`src/sv/qtt_pkg.sv`:
```
// shared types, constants and saturating helpers for the quadrotor thrust and torque step
`timescale 1ns / 1ps
`default_nettype none
package qtt_pkg;

	// number format
	localparam int WORD_W     = 32;
	localparam int FRAC_BITS  = 16;
	localparam int CONST_FRAC = 40;
	localparam int ACC_W      = 64;
	localparam int HALF_W     = ACC_W / 2;
	localparam int PROD_W     = 2 * ACC_W;
	localparam int UWORD_W    = WORD_W - 1;

	// configuration port
	localparam int CFG_IDX_W  = 3;
	localparam int CFG_DATA_W = WORD_W;

	typedef enum logic [CFG_IDX_W-1:0] {
		CFG_TIME_STEP     = 3'd0,
		CFG_LOW_THROTTLE  = 3'd1,
		CFG_MAX_BODY_RATE = 3'd2,
		CFG_THRUST_RATE   = 3'd3,
		CFG_LAG_GAIN      = 3'd4,
		CFG_CEIL_OFFSET   = 3'd5,
		CFG_CEIL_GAIN     = 3'd6,
		CFG_ATT_GAIN      = 3'd7
	} cfg_reg_t;

	// register reset values
	localparam logic [UWORD_W-1:0]       RST_TIME_STEP     = UWORD_W'(66);
	localparam logic [UWORD_W-1:0]       RST_LOW_THROTTLE  = UWORD_W'(19660800);
	localparam logic [UWORD_W-1:0]       RST_MAX_BODY_RATE = UWORD_W'(171573);
	localparam logic [UWORD_W-1:0]       RST_THRUST_RATE   = UWORD_W'(3067111);
	localparam logic signed [WORD_W-1:0] RST_LAG_GAIN      = WORD_W'(201406);
	localparam logic signed [WORD_W-1:0] RST_CEIL_OFFSET   = -WORD_W'(1179694);
	localparam logic signed [WORD_W-1:0] RST_CEIL_GAIN     = WORD_W'(277711);
	localparam logic signed [WORD_W-1:0] RST_ATT_GAIN      = WORD_W'(11783176);

	// model coefficients, 40 fraction bits
	localparam logic signed [ACC_W-1:0] K_PQ0  = -64'sd357407250;
	localparam logic signed [ACC_W-1:0] K_PQ2  = -64'sd26777066378206;
	localparam logic signed [ACC_W-1:0] K_R0   = -64'sd5297260106;
	localparam logic signed [ACC_W-1:0] K_R1   = -64'sd5595898458868;
	localparam logic signed [ACC_W-1:0] K_CTH0 = 64'sd729944878960;
	localparam logic signed [ACC_W-1:0] K_CTH1 = 64'sd818750234;
	localparam logic signed [ACC_W-1:0] K_CTH2 = 64'sd2637234;

	// constant thrust term: one times CTH0, rounded (CTH0 is positive)
	localparam logic signed [ACC_W-1:0] CTH0_TERM =
		(K_CTH0 + (64'sd1 <<< (CONST_FRAC - FRAC_BITS - 1))) >>> (CONST_FRAC - FRAC_BITS);

	localparam logic signed [ACC_W-1:0] ACC_MAX = {1'b0, {(ACC_W-1){1'b1}}};
	localparam logic signed [ACC_W-1:0] ACC_MIN = {1'b1, {(ACC_W-1){1'b0}}};
	localparam logic signed [ACC_W-1:0] WORD_MAX_L = (64'sd1 <<< (WORD_W - 1)) - 64'sd1;
	localparam logic signed [ACC_W-1:0] WORD_MIN_L = -WORD_MAX_L - 64'sd1;

	// transaction payloads
	typedef struct packed {
		logic [UWORD_W-1:0]       throttle_cmd;
		logic [UWORD_W-1:0]       supply_voltage;
		logic signed [WORD_W-1:0] roll_cmd;
		logic signed [WORD_W-1:0] pitch_cmd;
		logic signed [WORD_W-1:0] yaw_cmd;
		logic signed [WORD_W-1:0] roll_angle;
		logic signed [WORD_W-1:0] pitch_angle;
		logic signed [WORD_W-1:0] rate_x;
		logic signed [WORD_W-1:0] rate_y;
		logic signed [WORD_W-1:0] rate_z;
	} in_item_t;

	typedef struct packed {
		logic signed [WORD_W-1:0] thrust_out;
		logic signed [WORD_W-1:0] torque_x;
		logic signed [WORD_W-1:0] torque_y;
		logic signed [WORD_W-1:0] torque_z;
	} out_item_t;

	// request to the shared multiplier
	typedef struct packed {
		logic start;
		logic long_shift;
	} mul_req_t;

	typedef enum logic [1:0] {
		M_IDLE,
		M_MAC,
		M_DRAIN,
		M_FIN
	} mul_state_t;

	typedef enum logic [4:0] {
		ST_IDLE,
		ST_TT,
		ST_C1,
		ST_C2,
		ST_ERR,
		ST_LAG1,
		ST_LAG2,
		ST_LIM,
		ST_CEIL,
		ST_CLAMP,
		ST_CAND,
		ST_CAP,
		ST_TQ1,
		ST_TQ2,
		ST_TQ3,
		ST_TQ4,
		ST_YAW1,
		ST_YAW2,
		ST_OUT
	} qtt_state_t;

	function automatic logic signed [ACC_W-1:0] zext_u(input logic [UWORD_W-1:0] x);
		zext_u = {{(ACC_W-UWORD_W){1'b0}}, x};
	endfunction

	function automatic logic signed [ACC_W-1:0] sext_s(input logic [WORD_W-1:0] x);
		sext_s = {{(ACC_W-WORD_W){x[WORD_W-1]}}, x};
	endfunction

	function automatic logic signed [ACC_W-1:0] add_sat(
		input logic signed [ACC_W-1:0] x,
		input logic signed [ACC_W-1:0] y
	);
		logic [ACC_W:0] s;
		s = {x[ACC_W-1], x} + {y[ACC_W-1], y};
		if (s[ACC_W] != s[ACC_W-1]) begin
			add_sat = s[ACC_W] ? ACC_MIN : ACC_MAX;
		end else begin
			add_sat = s[ACC_W-1:0];
		end
	endfunction

	function automatic logic signed [ACC_W-1:0] sub_sat(
		input logic signed [ACC_W-1:0] x,
		input logic signed [ACC_W-1:0] y
	);
		logic [ACC_W:0] s;
		s = {x[ACC_W-1], x} - {y[ACC_W-1], y};
		if (s[ACC_W] != s[ACC_W-1]) begin
			sub_sat = s[ACC_W] ? ACC_MIN : ACC_MAX;
		end else begin
			sub_sat = s[ACC_W-1:0];
		end
	endfunction

	function automatic logic signed [WORD_W-1:0] sat_word(input logic signed [ACC_W-1:0] x);
		if (x > WORD_MAX_L) begin
			sat_word = WORD_MAX_L[WORD_W-1:0];
		end else if (x < WORD_MIN_L) begin
			sat_word = WORD_MIN_L[WORD_W-1:0];
		end else begin
			sat_word = x[WORD_W-1:0];
		end
	endfunction

endpackage
`default_nettype wire

```
`src/sv/qtt_mul.sv`:
```
// shared multiply, round and saturate unit built on one 32x32 multiplier
`timescale 1ns / 1ps
`default_nettype none
module qtt_mul (
	input  wire logic                             clk,
	input  wire logic                             arst_n,
	input  wire qtt_pkg::mul_req_t                req,
	input  wire logic signed [qtt_pkg::ACC_W-1:0] a,
	input  wire logic signed [qtt_pkg::ACC_W-1:0] b,
	output logic                                  done,
	output logic signed [qtt_pkg::ACC_W-1:0]      result
);
	import qtt_pkg::*;

	mul_state_t state_q, state_d;

	logic [ACC_W-1:0]        ua_q, ub_q;
	logic                    neg_q, long_q;
	logic [3:0]              pend_q;
	logic [ACC_W-1:0]        prod_s1;
	logic [1:0]              pos_s1;
	logic                    pv_s1;
	logic [PROD_W-1:0]       acc_q;
	logic signed [ACC_W-1:0] result_q;
	logic                    done_q;

	logic [ACC_W-1:0]  a_mag, b_mag;
	logic [1:0]        pair;
	logic [3:0]        pend_left;
	logic [HALF_W-1:0] a_half, b_half;
	logic [PROD_W-1:0] addend, acc_sum, round_c, shifted;
	logic [ACC_W-1:0]  hi, lo, limit;
	logic signed [ACC_W-1:0] fin_res;
	logic              issue;

	// magnitudes, partial product pick, accumulate and final scaling
	always_comb begin
		a_mag = a[ACC_W-1] ? $unsigned(-a) : $unsigned(a);
		b_mag = b[ACC_W-1] ? $unsigned(-b) : $unsigned(b);

		if (pend_q[0]) begin
			pair = 2'd0;
		end else if (pend_q[1]) begin
			pair = 2'd1;
		end else if (pend_q[2]) begin
			pair = 2'd2;
		end else begin
			pair = 2'd3;
		end
		pend_left = pend_q & ~(4'b0001 << pair);
		a_half = pair[1] ? ua_q[ACC_W-1:HALF_W] : ua_q[HALF_W-1:0];
		b_half = pair[0] ? ub_q[ACC_W-1:HALF_W] : ub_q[HALF_W-1:0];

		case (pos_s1)
			2'd0:    addend = {{ACC_W{1'b0}}, prod_s1};
			2'd1:    addend = {{HALF_W{1'b0}}, prod_s1, {HALF_W{1'b0}}};
			default: addend = {prod_s1, {ACC_W{1'b0}}};
		endcase
		acc_sum = acc_q + addend;

		round_c = req.long_shift ? (PROD_W'(1) << (CONST_FRAC - 1))
		                         : (PROD_W'(1) << (FRAC_BITS - 1));

		shifted = long_q ? (acc_q >> CONST_FRAC) : (acc_q >> FRAC_BITS);
		hi = shifted[PROD_W-1:ACC_W];
		lo = shifted[ACC_W-1:0];
		limit = neg_q ? $unsigned(ACC_MIN) : $unsigned(ACC_MAX);
		if ((hi != '0) || (lo > limit)) begin
			fin_res = neg_q ? ACC_MIN : ACC_MAX;
		end else begin
			fin_res = neg_q ? -$signed(lo) : $signed(lo);
		end
	end

	// sequencer next state
	always_comb begin
		state_d = state_q;
		issue   = 1'b0;
		case (state_q)
			M_IDLE: begin
				if (req.start) state_d = M_MAC;
			end
			M_MAC: begin
				issue = 1'b1;
				if (pend_left == '0) state_d = M_DRAIN;
			end
			M_DRAIN: begin
				state_d = M_FIN;
			end
			M_FIN: begin
				state_d = M_IDLE;
			end
			default: begin
				state_d = M_IDLE;
			end
		endcase
	end

	always_ff @(posedge clk or negedge arst_n) begin
		if (!arst_n) begin
			state_q <= M_IDLE;
			pv_s1   <= 1'b0;
			done_q  <= 1'b0;
		end else begin
			state_q <= state_d;
			pv_s1   <= issue;
			done_q  <= (state_q == M_FIN);
		end
	end

	// operand, product and accumulator registers
	always_ff @(posedge clk) begin
		if (state_q == M_IDLE && req.start) begin
			ua_q   <= a_mag;
			ub_q   <= b_mag;
			neg_q  <= a[ACC_W-1] ^ b[ACC_W-1];
			long_q <= req.long_shift;
			pend_q <= {(a_mag[ACC_W-1:HALF_W] != '0) && (b_mag[ACC_W-1:HALF_W] != '0),
			           a_mag[ACC_W-1:HALF_W] != '0,
			           b_mag[ACC_W-1:HALF_W] != '0,
			           1'b1};
			acc_q  <= round_c;
		end else begin
			if (pv_s1) acc_q <= acc_sum;
			if (issue) pend_q <= pend_left;
		end
		if (issue) begin
			prod_s1 <= ACC_W'(a_half) * ACC_W'(b_half);
			pos_s1  <= 2'(pair[1]) + 2'(pair[0]);
		end
		if (state_q == M_FIN) result_q <= fin_res;
	end

	assign done   = done_q;
	assign result = result_q;

endmodule
`default_nettype wire

```
`config.mk`:
```
export PLATFORM = sky130hd
export DESIGN_NAME = qtt_mul
export DESIGN_NICKNAME = d
export VERILOG_FILES = /design/src/sv/qtt_pkg.sv /design/src/sv/qtt_mul.sv
export SDC_FILE = /design/constraint.sdc
export NUM_CORES = 2
export LEC_CHECK = 0
export ABC_AREA = 1
export BUFFER_PORTS_ARGS = -buffer_cell sky130_fd_sc_hd__buf_4
export CAP_MARGIN = 20
export CELL_PAD_IN_SITES_DETAIL_PLACEMENT = 0
export CELL_PAD_IN_SITES_GLOBAL_PLACEMENT = 1
export CORE_MARGIN = 2
export CORE_UTILIZATION = 44
export CTS_CLUSTER_DIAMETER = 150
export DETAILED_ROUTE_END_ITERATION = 7
export PLACE_DENSITY_LB_ADDON = 0.1
export REMOVE_ABC_BUFFERS = 1
export SLEW_MARGIN = 10
export SYNTH_ARGS = -nofsm -noshare
export SYNTH_HDL_FRONTEND = slang
export SYNTH_SLANG_ARGS = --single-unit
```
`constraint.sdc`:
```
create_clock -name clk -period 8.4 [get_ports clk]
set_clock_uncertainty 0.2 [all_clocks]
set_input_delay 1.68 -clock clk [delete_from_list [all_inputs] [get_ports clk]]
set_output_delay 1.68 -clock clk [all_outputs]
set_load 0.02 [all_outputs]
```
==> out/qor.txt <==
count leader, synth -> nand2_1
CP Capture Type -> flop
Detailed Routing Iterations Pass 1 -> 6
Root Driver -> clkbuf_16
top post-synthesis cells by count -> nand2_1 (1800), inv_1 (1651), nor2_1 (1546)
Place WS -> -0.315 ns
critical path's slowest cell -> fa_1
Max-slew headroom -> 21.3%
Worst Path Arrival -> 8.40 ns
Setup CP Type -> reg2reg
fin nets -> 10900
Area contributors post-synth -> fa_1 (27%), edfxtp_1 (18%), nand2_1 (10%)
Top cell by count, worst path -> fa_1
Hold Fails Final Rpt -> 0
CTS Buf Count -> 52
DP Wirelength -> 250 mm
Worst R2R Path Depth -> 30
met3 GRT Util -> 7.95%
final WL -> 298 mm
Reg2Reg Setup Slack -> 0.22 ns
Hold Path Class -> reg2reg
Final GP Congestion -> 1.03
register area share after synthesis -> 17.8%
WL/cell -> 25.9 um
Hold Crit Depth -> 2
1st-iter DRT viols -> 6183
IO Count -> 197
Synth area leader -> fa_1
die area -> 154000 sq um
Die Span Y -> 393 um
gr usage total -> 38.5%
Critical Path Start Type -> flop
Final WS setup -> 0.220 ns
Hold Startpoint -> pend_q[0]$_SDFFE_PP1P_
GRT busiest layer -> met2
Reg clk slew, reported paths -> 0.06 ns
reg-to-reg endpoint -> prod_s1[51]$_DFFE_PP_
CTS tree -> yes
area grow syn2layout -> 15.2%
vias -> 63700
CP max stage delay -> 0.60 ns
first-pass GRT wire length -> 427 mm
largest net degree at the start of global routing -> 129
Synth Flop Type -> edfxtp_1
Hold EP -> pend_q[0]$_SDFFE_PP1P_
Core Region -> 150000 sq um
status -> finished clean
clock buffer depth -> 3
min cycle time layout -> 8.18 ns
Max-cap violations -> 0
period utilization -> 97.4%
global route total overflow -> 0
hold_buf cts -> 0
Mapped Avg Cell Area -> 7.44 sq um
initial antenna violation count -> 6
DR vias/cell -> 5.53
RSZ-0062 raised after global routing -> yes
Syn Inst Count -> 8937
die width -> 393 um
post-route ant nets -> 0
# port buffers -> 196
flops & latches, synth -> 396
Cell variety after synth -> 54
f_max -> 122 MHz
Max Slew Vio Count -> 0
Synth async-reset ratio -> 1.01%
FP Rows -> 142
worst-margin pin slew -> 1.18 ns
worst-skew pair later-pin latency -> 0.72 ns
Critical Path RT -> 8.62 ns
H-tree Lvls -> 2
largest fanout on the critical path -> 19
Synth Cell Area -> 66500 sq um
EDFF count, synth -> 391
final setup violation count -> 0
GR Layer Usage met1 -> 48.8%
CTS sink count -> 396
vias in the first global route -> 63500
area share of the leading cell type in the synthesized netlist -> 27.0%
GR Util met2 -> 60.5%
layout cell share with drive strength beyond 1 -> 11.0%
R2R Path Start -> pend_q[1]$_DFFE_PP_
DRC Markers -> 0
Synth Warn # -> 0
Initial Util -> 44.4%
==> what timing repair did <==
action | in CTS | in global routing
pin swaps | 2 | 19
buffers inserted | 11 | 29
gates resized for setup | 29 | 126
gates cloned | 0 | 4
setup endpoints to repair | 14 | 38
==> cell families after synthesis <==
kind of cell / count (synthesis) / share of synthesized area [%]
simple gates: 3826 / 23.0
xor+xnor: 184 / 2.42
flops: 396 / 17.8
buf+inv: 1933 / 11.0
compound gates: 1237 / 10.0
fa+ha+maj: 1361 / 35.7
==> sequential cells by signal, indices dropped and copies added (netlist names) <==
register / cells
acc_q: 128
done: 1
long_q: 1
neg_q: 1
pend_q: 4
pos_s1: 2
prod_s1: 64
pv_s1: 1
result: 64
state_q: 2
ua_q: 64
ub_q: 64
==> metal layers <==
layer / up-vias / share of wire [%]
met5: - / 0.0044
li1: 28800 / -
met1: 31000 / 39
met4: 2 / 7.6
met2: 3100 / 44
met3: 694 / 9.3
==> placed cells by master, fill, tap and decap left out, drive strengths merged <==
cell type / instances
diode: 7
and2: 4
a21o: 16
nand3b: 20
dfrtp: 4
a31oi: 21
nand3: 226
xnor2: 69
a211oi: 6
clkinvlp: 12
clkbuf: 66
nand4: 57
o22ai: 65
and3: 1
inv: 1665
o21ai: 528
o211a: 1
ha: 464
a21oi: 520
bufinv: 4
o211ai: 14
nor4: 29
nor3: 66
o21a: 35
o311ai: 1
xor2: 115
or2: 38
o21bai: 15
a221oi: 2
nand2: 1822
o31ai: 4
a21boi: 9
clkinv: 36
dfxtp: 1
buf: 700
nor2: 1563
edfxtp: 391
fa: 897
==> worst max-delay path: cells and delay by family, from the launching register on <==
family	cells	cell delay, ns
buf+inv	11	1.34
xor+xnor	1	0.15
simple gates	2	0.35
fa+ha+maj	9	3.89
flops	1	0.47
compound gates	7	1.48
==> worst max path at each step <==
| stage | startpoint | to | slack [ns] |
|---|---|---|---|
| floorplan | pend_q[1]$_DFFE_PP_ | prod_s1[50]$_DFFE_PP_ | -1.86 |
| global placement | pend_q[1]$_DFFE_PP_ | prod_s1[48]$_DFFE_PP_ | -0.23 |
| detailed placement | pend_q[1]$_DFFE_PP_ | prod_s1[48]$_DFFE_PP_ | -0.32 |
| CTS | pend_q[1]$_DFFE_PP_ | prod_s1[46]$_DFFE_PP_ | 0.005 |
| global route | pend_q[1]$_DFFE_PP_ | prod_s1[57]$_DFFE_PP_ | -0.01 |
| finish | pend_q[1]$_DFFE_PP_ | prod_s1[51]$_DFFE_PP_ | 0.22 |
==> cell type report <==
cell class,instances,area [sq um]
Multi-Input combinational cell,6608,47900
Clock buffer,62,1370
Sequential cell,396,11900
Clock inverter,35,393
Timing Repair Buffer,704,6200
Inverter,1682,6350
Tap cell,2016,2520
Antenna cell,7,17.5
Fill cell,15100,73300
==> metrics by stage <==
stage / cells / instance area (sq um) / hold slack (ns) / setup TNS, ns / utilization (%)
after global placement: 11400 / 73900 / 0.369 / -0.829 / 49.3
after floorplan: 8686 / 65500 / 0.281 / -124.71 / -
after CTS: 11500 / 75800 / 0.427 / 0 / 50.6
after global routing: 11500 / 76600 / 0.470 / -0.0252 / 51.1
final: 11500 / 76600 / 0.433 / 0 / 51.1
after detailed placement: 11400 / 73900 / 0.417 / -1.28 / 49.3
Power is left out: the tool's default activity adds up to more than one toggle a clock period on the data nets, which glitch-free logic cannot reach.
